$ cat config.mk
export PLATFORM = sky130hd
export DESIGN_NAME = tilt_position_and_stillness_session_unit
export DESIGN_NICKNAME = d
export VERILOG_FILES = /design/src/tpss_pkg.sv /design/src/tpss_cfg.sv /design/src/tpss_front.sv /design/src/tpss_queue.sv /design/src/tpss_back.sv /design/src/tilt_position_and_stillness_session_unit.sv
export SDC_FILE = /design/constraint.sdc
export NUM_CORES = 2
export LEC_CHECK = 0
export BUFFER_PORTS_ARGS = -buffer_cell sky130_fd_sc_hd__buf_2
export CORE_MARGIN = 2
export CORE_UTILIZATION = 30
export DETAILED_ROUTE_END_ITERATION = 10
export PLACE_DENSITY = 0.48
export REMOVE_ABC_BUFFERS = 1
export SLEW_MARGIN = 20
export SYNTH_ARGS = -nofsm -noshare
export SYNTH_HDL_FRONTEND = slang
export SYNTH_SLANG_ARGS = --single-unit
$ cat constraint.sdc
create_clock -name clk -period 26.1 [get_ports clk]
set_clock_uncertainty 0.2 [all_clocks]
set_input_delay 3.915 -clock clk [delete_from_list [all_inputs] [get_ports clk]]
set_output_delay 3.915 -clock clk [all_outputs]
set_load 0.03 [all_outputs]
$ cat src/tpss_pkg.sv
// ----------------------------------------------------------------------------
// tpss_pkg
// Shared types, codes and constants for the tilt position and stillness
// session unit.
// ----------------------------------------------------------------------------
package tpss_pkg;

	localparam int QUEUE_DEPTH_DEF = 4;

	localparam int ADDR_W = 4;
	localparam int DATA_W = 32;

	localparam logic [1:0] REG_ONE_G      = 2'd0;
	localparam logic [1:0] REG_POS_AFTER  = 2'd1;
	localparam logic [1:0] REG_SESS_AFTER = 2'd2;

	localparam logic [14:0] ONE_G_RESET      = 15'd4096;
	localparam logic [15:0] POS_AFTER_RESET  = 16'd750;
	localparam logic [15:0] SESS_AFTER_RESET = 16'd2250;

	localparam logic [29:0] G2_RESET   = 30'(32'd4096 * 32'd4096);
	localparam logic [38:0] G289_RESET = 39'(64'(G2_RESET) * 64'd289);
	localparam logic [39:0] G529_RESET = 40'(64'(G2_RESET) * 64'd529);

	localparam logic [2:0] POS_NONE     = 3'd0;
	localparam logic [2:0] POS_LEFT     = 3'd1;
	localparam logic [2:0] POS_RIGHT    = 3'd2;
	localparam logic [2:0] POS_INVERTED = 3'd3;
	localparam logic [2:0] POS_SIDEWAYS = 3'd4;

	localparam logic [1:0] SIDE_NONE  = 2'd0;
	localparam logic [1:0] SIDE_LEFT  = 2'd1;
	localparam logic [1:0] SIDE_RIGHT = 2'd2;

	localparam logic [1:0] PHASE_IDLE        = 2'd0;
	localparam logic [1:0] PHASE_POSITIONING = 2'd1;
	localparam logic [1:0] PHASE_SESSION     = 2'd2;

	typedef struct packed {
		logic signed [15:0] accel_x;
		logic signed [15:0] accel_y;
		logic signed [15:0] accel_z;
	} sample_t;

	typedef struct packed {
		logic [2:0] position_class;
		logic [1:0] active_side;
		logic [1:0] session_state;
	} result_t;

	// classified item handed from front to back
	typedef struct packed {
		logic [2:0] pos;
		logic       still;
	} qent_t;

	typedef struct packed {
		logic [29:0] g2;
		logic [38:0] g289;
		logic [39:0] g529;
		logic [15:0] pos_after;
		logic [15:0] sess_after;
	} cfg_t;

endpackage

$ cat src/tpss_cfg.sv
// ----------------------------------------------------------------------------
// tpss_cfg
// APB register file with registered one-g square terms for the classifier.
// ----------------------------------------------------------------------------
module tpss_cfg (
	input  logic                   clk,
	input  logic                   arst_n,
	input  logic                   psel,
	input  logic                   penable,
	input  logic                   pwrite,
	input  logic [tpss_pkg::ADDR_W-1:0] paddr,
	input  logic [tpss_pkg::DATA_W-1:0] pwdata,
	output logic [tpss_pkg::DATA_W-1:0] prdata,
	output logic                   pready,
	output tpss_pkg::cfg_t         cfg
);
	import tpss_pkg::*;

	logic [14:0] one_g_q;
	logic [15:0] pos_after_q;
	logic [15:0] sess_after_q;
	logic [29:0] g2_q;
	logic [38:0] g289_q;
	logic [39:0] g529_q;
	logic        wr;
	logic [1:0]  idx;

	assign pready = 1'b1;
	assign wr     = psel & penable & pwrite;
	assign idx    = paddr[3:2];

	always_ff @(posedge clk or negedge arst_n) begin
		if (!arst_n) begin
			one_g_q      <= ONE_G_RESET;
			pos_after_q  <= POS_AFTER_RESET;
			sess_after_q <= SESS_AFTER_RESET;
			g2_q         <= G2_RESET;
			g289_q       <= G289_RESET;
			g529_q       <= G529_RESET;
		end else begin
			if (wr) begin
				case (idx)
					REG_ONE_G:      one_g_q      <= pwdata[14:0];
					REG_POS_AFTER:  pos_after_q  <= pwdata[15:0];
					REG_SESS_AFTER: sess_after_q <= pwdata[15:0];
					default: ;
				endcase
			end
			g2_q   <= 30'(one_g_q) * 30'(one_g_q);
			g289_q <= 39'(g2_q) * 39'd289;
			g529_q <= 40'(g2_q) * 40'd529;
		end
	end

	always_comb begin
		case (idx)
			REG_ONE_G:      prdata = DATA_W'(one_g_q);
			REG_POS_AFTER:  prdata = DATA_W'(pos_after_q);
			REG_SESS_AFTER: prdata = DATA_W'(sess_after_q);
			default:        prdata = '0;
		endcase
	end

	assign cfg.g2         = g2_q;
	assign cfg.g289       = g289_q;
	assign cfg.g529       = g529_q;
	assign cfg.pos_after  = pos_after_q;
	assign cfg.sess_after = sess_after_q;

endmodule

$ cat src/tpss_front.sv
// ----------------------------------------------------------------------------
// tpss_front
// Sample pipeline: squares, magnitude sum, scaled terms, then position class
// and stillness flag pushed to the queue.
// ----------------------------------------------------------------------------
module tpss_front (
	input  logic              clk,
	input  logic              arst_n,
	input  logic              sample_valid,
	output logic              sample_stall,
	input  tpss_pkg::sample_t sample,
	input  tpss_pkg::cfg_t    cfg,
	input  logic              q_full,
	output logic              q_push,
	output tpss_pkg::qent_t   q_data
);
	import tpss_pkg::*;

	typedef struct packed {
		logic ypos;
		logic yneg;
		logic zpos;
		logic zneg;
	} sgn_t;

	logic              en;
	logic signed [31:0] px, py, pz;

	logic        v_s1, v_s2, v_s3;
	logic [30:0] xx_s1, yy_s1, zz_s1;
	logic [30:0] xx_s2, yy_s2, zz_s2;
	logic [31:0] s_s2;
	sgn_t        sg_s1, sg_s2, sg_s3;

	logic [33:0] s4_s3;
	logic [40:0] s400_s3, s289_s3, zz400_s3;
	logic [37:0] s49_s3, xx100_s3;
	logic [32:0] s1x_s3, yy4_s3, zz4_s3;

	logic nodata, upright, sideways, lefty, righty, inverted, still;

	assign en           = !q_full;
	assign sample_stall = q_full;

	assign px = sample.accel_x * sample.accel_x;
	assign py = sample.accel_y * sample.accel_y;
	assign pz = sample.accel_z * sample.accel_z;

	always_ff @(posedge clk or negedge arst_n) begin
		if (!arst_n) begin
			v_s1 <= 1'b0;
			v_s2 <= 1'b0;
			v_s3 <= 1'b0;
		end else if (en) begin
			v_s1 <= sample_valid;
			v_s2 <= v_s1;
			v_s3 <= v_s2;
		end
	end

	always_ff @(posedge clk) begin
		if (en) begin
			xx_s1      <= px[30:0];
			yy_s1      <= py[30:0];
			zz_s1      <= pz[30:0];
			sg_s1.ypos <= !sample.accel_y[15] && (sample.accel_y != 16'sd0);
			sg_s1.yneg <= sample.accel_y[15];
			sg_s1.zpos <= !sample.accel_z[15] && (sample.accel_z != 16'sd0);
			sg_s1.zneg <= sample.accel_z[15];

			xx_s2 <= xx_s1;
			yy_s2 <= yy_s1;
			zz_s2 <= zz_s1;
			s_s2  <= 32'(xx_s1) + 32'(yy_s1) + 32'(zz_s1);
			sg_s2 <= sg_s1;

			s4_s3    <= {s_s2, 2'b00};
			s400_s3  <= 41'(s_s2) * 41'd400;
			s289_s3  <= 41'(s_s2) * 41'd289;
			zz400_s3 <= 41'(zz_s2) * 41'd400;
			s49_s3   <= 38'(s_s2) * 38'd49;
			xx100_s3 <= 38'(xx_s2) * 38'd100;
			s1x_s3   <= 33'(s_s2);
			yy4_s3   <= {yy_s2, 2'b00};
			zz4_s3   <= {zz_s2, 2'b00};
			sg_s3    <= sg_s2;
		end
	end

	assign nodata   = s4_s3 < 34'(cfg.g2);
	assign upright  = sg_s3.zpos && (zz400_s3 > s289_s3);
	assign sideways = xx100_s3 > s49_s3;
	assign lefty    = sg_s3.ypos && (yy4_s3 > s1x_s3);
	assign righty   = sg_s3.yneg && (yy4_s3 > s1x_s3);
	assign inverted = sg_s3.zneg && (zz4_s3 > s1x_s3);
	assign still    = (s400_s3 > 41'(cfg.g289)) && (s400_s3 < 41'(cfg.g529));

	always_comb begin
		if (nodata || upright) q_data.pos = POS_NONE;
		else if (sideways)     q_data.pos = POS_SIDEWAYS;
		else if (lefty)        q_data.pos = POS_LEFT;
		else if (righty)       q_data.pos = POS_RIGHT;
		else if (inverted)     q_data.pos = POS_INVERTED;
		else                   q_data.pos = POS_NONE;
		q_data.still = still;
	end

	assign q_push = v_s3 && en;

endmodule

$ cat src/tpss_queue.sv
// ----------------------------------------------------------------------------
// tpss_queue
// Small FIFO of classified items between front and back.
// ----------------------------------------------------------------------------
module tpss_queue #(
	parameter int DEPTH = tpss_pkg::QUEUE_DEPTH_DEF
) (
	input  logic            clk,
	input  logic            arst_n,
	input  logic            push,
	input  tpss_pkg::qent_t wdata,
	input  logic            pop,
	output logic            nonempty,
	output logic            full,
	output tpss_pkg::qent_t rdata
);
	import tpss_pkg::*;

	localparam int PW = (DEPTH > 1) ? $clog2(DEPTH) : 1;
	localparam int CW = $clog2(DEPTH + 1);

	qent_t         mem_q [DEPTH];
	logic [PW-1:0] wp_q, rp_q;
	logic [CW-1:0] cnt_q;

	assign nonempty = cnt_q != '0;
	assign full     = cnt_q == CW'(DEPTH);
	assign rdata    = mem_q[rp_q];

	always_ff @(posedge clk) begin
		if (push) mem_q[wp_q] <= wdata;
	end

	always_ff @(posedge clk or negedge arst_n) begin
		if (!arst_n) begin
			wp_q  <= '0;
			rp_q  <= '0;
			cnt_q <= '0;
		end else begin
			if (push) wp_q <= (wp_q == PW'(DEPTH - 1)) ? '0 : wp_q + 1'b1;
			if (pop)  rp_q <= (rp_q == PW'(DEPTH - 1)) ? '0 : rp_q + 1'b1;
			if (push && !pop)      cnt_q <= cnt_q + 1'b1;
			else if (pop && !push) cnt_q <= cnt_q - 1'b1;
		end
	end

endmodule

$ cat src/tpss_back.sv
// ----------------------------------------------------------------------------
// tpss_back
// Still-count and session state update, result output register.
// ----------------------------------------------------------------------------
module tpss_back (
	input  logic              clk,
	input  logic              arst_n,
	input  logic              q_nonempty,
	input  tpss_pkg::qent_t   q_data,
	output logic              q_pop,
	input  tpss_pkg::cfg_t    cfg,
	output logic              result_valid,
	input  logic              result_stall,
	output tpss_pkg::result_t result
);
	import tpss_pkg::*;

	logic [15:0] cnt_q, cnt_nx;
	logic [1:0]  phase_q, phase_nx;
	logic [1:0]  side_nx;
	logic        valid_q;
	result_t     res_q;

	assign q_pop = q_nonempty && (!valid_q || !result_stall);

	always_comb begin
		side_nx = SIDE_NONE;
		if (q_data.pos == POS_NONE) begin
			cnt_nx   = '0;
			phase_nx = PHASE_IDLE;
		end else begin
			if (q_data.still) cnt_nx = (cnt_q == 16'hFFFF) ? cnt_q : cnt_q + 16'd1;
			else              cnt_nx = '0;
			if (cnt_nx > cfg.sess_after) begin
				phase_nx = PHASE_SESSION;
				side_nx  = (q_data.pos == POS_RIGHT) ? SIDE_RIGHT : SIDE_LEFT;
			end else if (cnt_nx > cfg.pos_after) begin
				phase_nx = PHASE_POSITIONING;
			end else begin
				phase_nx = phase_q;
			end
		end
	end

	always_ff @(posedge clk or negedge arst_n) begin
		if (!arst_n) begin
			cnt_q   <= '0;
			phase_q <= PHASE_IDLE;
			valid_q <= 1'b0;
		end else begin
			if (q_pop) begin
				cnt_q   <= cnt_nx;
				phase_q <= phase_nx;
				valid_q <= 1'b1;
			end else if (!result_stall) begin
				valid_q <= 1'b0;
			end
		end
	end

	always_ff @(posedge clk) begin
		if (q_pop) begin
			res_q.position_class <= q_data.pos;
			res_q.active_side    <= side_nx;
			res_q.session_state  <= phase_nx;
		end
	end

	assign result_valid = valid_q;
	assign result       = res_q;

endmodule

$ cat src/tilt_position_and_stillness_session_unit.sv
// ----------------------------------------------------------------------------
// tilt_position_and_stillness_session_unit
// Accelerometer position classifier with stillness count and session state.
// ----------------------------------------------------------------------------
// A sample passes the three-stage square/scale pipeline in the front, the
// queue and the result register before its result is valid. One sample per
// cycle is taken while sample_stall is low (the queue is not full).
// Reset clears the pipeline, queue, still count and session state and
// loads the register defaults (4096 counts per g, 750 and 2250).
module tilt_position_and_stillness_session_unit #(
	parameter int QUEUE_DEPTH = tpss_pkg::QUEUE_DEPTH_DEF
) (
	input  logic                        clk,
	input  logic                        arst_n,
	input  logic                        sample_valid,
	output logic                        sample_stall,
	input  tpss_pkg::sample_t           sample,
	output logic                        result_valid,
	input  logic                        result_stall,
	output tpss_pkg::result_t           result,
	input  logic                        psel,
	input  logic                        penable,
	input  logic                        pwrite,
	input  logic [tpss_pkg::ADDR_W-1:0] paddr,
	input  logic [tpss_pkg::DATA_W-1:0] pwdata,
	output logic [tpss_pkg::DATA_W-1:0] prdata,
	output logic                        pready
);
	import tpss_pkg::*;

	cfg_t  cfg;
	logic  q_full, q_push, q_pop, q_nonempty;
	qent_t q_wdata, q_rdata;

	tpss_cfg u_cfg (
		.clk     (clk),
		.arst_n  (arst_n),
		.psel    (psel),
		.penable (penable),
		.pwrite  (pwrite),
		.paddr   (paddr),
		.pwdata  (pwdata),
		.prdata  (prdata),
		.pready  (pready),
		.cfg     (cfg)
	);

	tpss_front u_front (
		.clk          (clk),
		.arst_n       (arst_n),
		.sample_valid (sample_valid),
		.sample_stall (sample_stall),
		.sample       (sample),
		.cfg          (cfg),
		.q_full       (q_full),
		.q_push       (q_push),
		.q_data       (q_wdata)
	);

	tpss_queue #(
		.DEPTH (QUEUE_DEPTH)
	) u_queue (
		.clk      (clk),
		.arst_n   (arst_n),
		.push     (q_push),
		.wdata    (q_wdata),
		.pop      (q_pop),
		.nonempty (q_nonempty),
		.full     (q_full),
		.rdata    (q_rdata)
	);

	tpss_back u_back (
		.clk          (clk),
		.arst_n       (arst_n),
		.q_nonempty   (q_nonempty),
		.q_data       (q_rdata),
		.q_pop        (q_pop),
		.cfg          (cfg),
		.result_valid (result_valid),
		.result_stall (result_stall),
		.result       (result)
	);

endmodule

; ---- After elaboration in Yosys (flattened, before gate mapping)
; Memories as Yosys holds them, arrays and structs flattened.
; Cells that the tools add are included.
[op_classes]
n_addsub = 7
multipliers = 11
order_cmp = 9
n_eq_ne = 8
muxes = 22
n_bitwise = 3
n_reduce_logical = 30
[op_table]
columns = cell, count
row1 = 16-bit by 16-bit multiplier with 31-bit output, 3
row2 = 31-bit by 5-bit multiplier with 36-bit output (second input constant), 2
row3 = 33-bit by 32-bit greater-than comparator with 1-bit output, 2
row4 = 16-bit 2-to-1 mux, 4
row5 = 16-bit one-hot mux with 3 select lines, 1
row6 = 40-bit by 41-bit greater-than comparator with 1-bit output, 1
row7 = 41-bit by 39-bit greater-than comparator with 1-bit output, 1
row8 = 41-bit by 40-bit < comparator with 1-bit output, 1
row9 = 32-bit by 9-bit multiplier with 41-bit output (second input constant), 1
row10 = 30-bit by 10-bit multiplier with 40-bit output (second input constant), 1
row11 = 30-bit by 9-bit multiplier with 39-bit output (second input constant), 1
row12 = 38-bit greater-than comparator, 1
row13 = 32-bit by 6-bit multiplier with 38-bit output (second input constant), 1
row14 = 32-bit by 5-bit multiplier with 37-bit output (second input constant), 1
row15 = 34-bit by 30-bit < comparator with 1-bit output, 1
row16 = 31-bit by 31-bit adder with 32-bit output, 1
row17 = 32-bit by 31-bit adder with 32-bit output, 1
row18 = 16-bit greater-than comparator, 2
row19 = 16-bit nonzero test, 2
row20 = 15-bit by 15-bit multiplier with 30-bit output, 1
row21 = 3-bit 2-to-1 mux, 6
row22 = 16-bit by 1-bit adder with 16-bit output (second input constant), 1
row23 = 16-bit equality test (second input constant), 1
row24 = 2-bit 2-to-1 mux, 7
row25 = 20 further kinds, 46
[word_totals]
ff_bits = 704
ramBits = 16
input_bits = 91
out_inout_bits = 42
mem_count = 1
[memory_table]
columns = memory, words, width, rd, rd_ports_with_merged_regs, write_ports, line_no
row1 = u_queue.mem_q, 4, 4, 1, 0, 1, tpss_queue.sv:22  ; qent_t mem_q [DEPTH];

; ---- Longest topological paths before layout
[logic_depth]
word_depth = 8
mapped_depth = 27

; ---- Hierarchy
; A second synthesis with hierarchy kept.
[unflattened]
hier_cells = 8731
area_unflattened_um2 = 86012.5
[by_module_without_submodules]
columns = mod, instances, cells_each, area_per_inst_um2, seq_area_each_um2
row1 = tpss_front, 1, 6526, 64835.9, 14729.1
row2 = tpss_cfg, 1, 1860, 17820.8, 3778.6
row3 = tpss_back, 1, 287, 2361.0, 685.7
row4 = tpss_queue, 1, 58, 994.7, 655.6

; ---- Worst setup path before layout
; Ideal clock, no wire load.
[synth_timing]
path_type = register to register
from = reg u_queue.cnt_q[2]
to = reg u_front.s289_s3[10] (enable)
setup_time_ns = 0.835
arrival_ns = 10.101
slack_ns = 14.965
stages_incl_launch_ff = 3
path_buffers = 0
cell_sequence = dfrtp_1 > nor3b_1 > inv_1
[synth_via]
elab_chain_len = 1
[synth_rtl]
columns = element, line_no
row1 = "start, declared", tpss_queue.sv:24  ; logic [CW-1:0] cnt_q;
row2 = "start signal, assigned", tpss_queue.sv:42  ; if (push && !pop) cnt_q <= cnt_q + 1'b1;
row3 = "start signal, assigned", tpss_queue.sv:43  ; else if (pop && !push) cnt_q <= cnt_q - 1'b1;
row4 = 3-bit equality test, tpss_queue.sv:27  ; assign full = cnt_q == CW'(DEPTH);
row5 = named net sample_stall, tilt_position_and_stillness_session_unit.sv:16  ; output logic sample_stall,
row6 = "end signal, assigned", tpss_front.sv:79  ; s289_s3 <= 41'(s_s2) * 41'd289;
row7 = "end, declared", tpss_front.sv:36  ; logic [40:0] s400_s3, s289_s3, zz400_s3;
; The timed path passes the listed nets, and every way through them passes these cells.
; A chain may end at the register's enable or synchronous reset.

; ---- Worst setup path after layout
[layout_timing]
from = in sample[15] in the netlist's numbering
to = reg u_front.zz_s1[30] (data pin)
[layout_via]
elab_chain_len = 1
[layout_rtl]
columns = element, line_no
row1 = "start, declared", tilt_position_and_stillness_session_unit.sv:17  ; input tpss_pkg::sample_t sample,
row2 = 16-bit by 16-bit multiplier with 31-bit output, tpss_front.sv:47  ; assign pz = sample.accel_z * sample.accel_z;
row3 = named net u_front.pz[30], tpss_front.sv:27  ; logic signed [31:0] px, py, pz;
row4 = "end signal, assigned", tpss_front.sv:65  ; zz_s1 <= pz[30:0];
row5 = "end, declared", tpss_front.sv:30  ; logic [30:0] xx_s1, yy_s1, zz_s1;
; The timed path passes the listed nets, and every way through them passes these cells.

==> metrics <==
status=finished, final reports clean; layout overhead on the synthesized area=9.47%; Total GRT Usage=14.8%; Detail Route Antenna Nets=0; fmax=0.0951 GHz; Setup Crit Path Kind=input pin to flip-flop; met1 WL=94,500 um; post-route cell area=92,500 um2; FF-to-FF path depth=21; Worst EP arrival=10.89 ns; cts hold-fix bufs=0; First-pass DRT Iterations=7; DRC Markers=0; first-pass GRT wire length=335,000 um; CTS sink cnt=690; Yosys warnings=0; DR WL/cell=16.6 um; Synth Area in Simple Gates=7.98%; post-synthesis compound-gate area fraction=9.52%; core area=280,000 um2; Std-Cell Rows=194; GRT overflow=0; Min-Delay Endpoint=u_front.sg_s3[1]$_DFFE_PN_; vias in the first global route=60,800; setup slack, reg-to-reg=18.98 ns; reg-to-reg startpoint=u_cfg.one_g_q[0]$_DFFE_PN0P_; most frequent cells after synthesis=inv_1, ha_1, fa_1, edfxtp_1, nand2_1; CP Max Fanout=22; Synth Area in XOR/XNOR=4.01%; Gate Count Post-Synth=8,505; post-synthesis adder-cell area fraction=43.6%; RSZ-0062 raised after global routing=false; CTS tree=built; FILL cells=28,700; reg-to-reg endpoint=u_cfg.g2_q[29]$_DFF_PN0_; clock latency on the worst-skew pair=0.75 ns; met3 WL post-DR=5350 um; hold-critical path depth=0; Nets=11,000; count leader, synth=inv_1; Port Buffers=97; Post-synth EDFFs=511; Post-synth top flop=edfxtp_1; final setup TNS=0 ns; effective utilization at floorplan=30.2%; Rel. slew slack=28.2%; Vias=56,500; hold path start=u_front.sg_s2[1]$_DFFE_PN_; Yosys cell types=85; Hold WC Path Type=flip-flop to flip-flop; Worst Tran Pin Value=1.08 ns; minimum clock period=10.52 ns; Post-Syn Area per Cell=9.94 um2; Resized Gates After CTS=0; post-CTS setup buffer count=0; I/O pin cnt=133; GPL Wtd Cong=0.882; Initial DRC Count=2,517; Critical Path Start Type=input pin; Vias per Instance=4.55; ANT cells=0; initial antenna violation count=5; sequential share of the synthesized area=23.5%; period utilisation layout=40.3%; Die W=535 um; highest metal used=met5; pin count of the biggest net entering global routing=143; Worst setup EP type=flip-flop; share of layout cells above drive strength 1=4.23%; largest family of logic cells by synthesized area=adder cells; mapped cell area=84,500 um2; Slew Viols, Final=0; Max Cap Viol=0; placed cell areas=89,400 um2; clk slew on worst S/H paths=0.06 ns; Routed met2 length=101,000 um; die area=286,000 um2; detailed-route wire length=207,000 um; Final setup viols=0; main area contributors after synthesis=fa_1, ha_1, edfxtp_1; CTS Buf Count=92; CP required=26.47 ns; mux cell area share after synthesis=0.653%; worst hold slack=0.215 ns; die height=535 um; Async S/R FF share, synth=25.9%; Synth Register Bits=690; Bufs on Longest Clock Path=3; Final Hold Fails=0; HPWL Detailed=170,000 um; post-synth top area cell=fa_1; H-tree levels=3; Clock Root Buffer=clkbuf_16; Yosys top cell area share=24.3%
## cell usage in the layout (no fill, tap or decap), types with 22 or more instances in the layout
cell,count
a211oi_1,43
a21o_1,230
a21oi_1,357
a31oi_1,24
and2_1,178
and3_1,34
buf_2,96
buf_4,23
clkbuf_1,23
clkbuf_16,92
conb_1,27
dfrtp_1,159
edfxtp_1,511
fa_1,1028
ha_1,1301
inv_1,2259
mux2_2,27
nand2_1,482
nand2b_1,59
nand3_1,68
nand4_1,79
nor2_1,293
nor2b_1,68
nor3_1,59
o211ai_1,22
o21a_1,70
o21ai_0,259
o21bai_1,57
xnor2_1,296
xor2_1,91
## critical path, cell delays in order
cell	delay (ns)
buf_2	0.25
inv_1	0.50
nor2_1	0.19
fa_1	0.66
inv_1	0.17
fa_1	0.56
inv_1	0.05
fa_1	0.51
fa_1	0.44
fa_1	0.54
inv_1	0.05
fa_1	0.53
inv_1	0.04
ha_1	0.35
a21o_1	0.18
a21o_1	0.18
a21o_1	0.17
a21oi_1	0.19
o21ai_0	0.15
a2111oi_1	0.51
o21ai_0	0.27
and4_1	0.25
nor3_1	0.21
## state kept, by name, indices dropped and copies added (netlist names), 15 cells and up
signal	cells
u_back.cnt_q	16
u_cfg.g289_q	38
u_cfg.g2_q	29
u_cfg.g529_q	36
u_cfg.one_g_q	15
u_cfg.pos_after_q	16
u_cfg.sess_after_q	16
u_front.s289_s3	37
u_front.s400_s3	34
u_front.s49_s3	38
u_front.s4_s3	27
u_front.s_s2	32
u_front.xx100_s3	35
u_front.xx_s1	30
u_front.xx_s2	30
u_front.yy4_s3	30
u_front.yy_s1	30
u_front.yy_s2	30
u_front.zz400_s3	35
u_front.zz4_s3	28
u_front.zz_s1	30
u_front.zz_s2	30
u_queue.mem_q	16
## cell families (layout without fill, tap and decap cells)
logic type | Yosys count | after routing
flip-flops | 690 | 690
XOR/XNOR | 387 | 387
buffers and inverters | 2401 | 2556
AND/OR/NAND/NOR | 1404 | 1404
other | 2 | 27
AO/OA/AOI/OAI | 1244 | 1244
adder cells (fa/ha/maj) | 2329 | 2329
multiplexers | 48 | 48
## through the flow
step | std cells | setup slack (ns) | util, %
after floorplan | 8390 | 14.96 | -
after global placement | 12200 | 14.74 | 31.9
after detailed placement | 12200 | 14.76 | 31.9
after CTS | 12400 | 15.55 | 33.0
after global routing | 12400 | 15.02 | 33.1
final | 12400 | 15.58 | 33.1
## layout make-up
| class | count | area, um2 | share of cell area [%] |
|---|---|---|---|
| Multi-Input combinational cell | 5439 | 55700 | 60.2 |
| Sequential cell | 690 | 19800 | 21.5 |
| Inverter | 2261 | 8490 | 9.18 |
| Tap cell | 3724 | 4660 | 5.04 |
| Clock buffer | 120 | 2460 | 2.66 |
| Timing Repair Buffer | 122 | 714 | 0.772 |
| Clock inverter | 53 | 648 | 0.700 |
## per-layer routing
| metal | global-route usage (%) | vias to the layer above |
|---|---|---|
| met5 | 0 | - |
| met4 | 3.88 | 4 |
| met3 | 1.33 | 209 |
| met2 | 25.9 | 710 |
| met1 | 19.5 | 28100 |
| li1 | - | 27400 |
## how the worst max path moves through the flow
stage | slack, ns | start | endpoint | cells past startpoint
final | 15.58 | sample[15] | u_front.zz_s1[30]$_DFFE_PN_ | 23
after global routing | 15.02 | sample[15] | u_front.zz_s1[30]$_DFFE_PN_ | 23
after CTS | 15.55 | sample[15] | u_front.zz_s1[30]$_DFFE_PN_ | 23
after detailed placement | 14.76 | sample[15] | u_front.zz_s1[30]$_DFFE_PN_ | 23
after global placement | 14.74 | sample[15] | u_front.zz_s1[30]$_DFFE_PN_ | 23
after floorplan | 14.96 | u_queue.cnt_q[2]$_DFFE_PN0P_ | u_front.s289_s3[10]$_DFFE_PN_ | 2
Power is not shown: default switching activity piles up to over one toggle a cycle in this logic, so the estimate is an artifact.
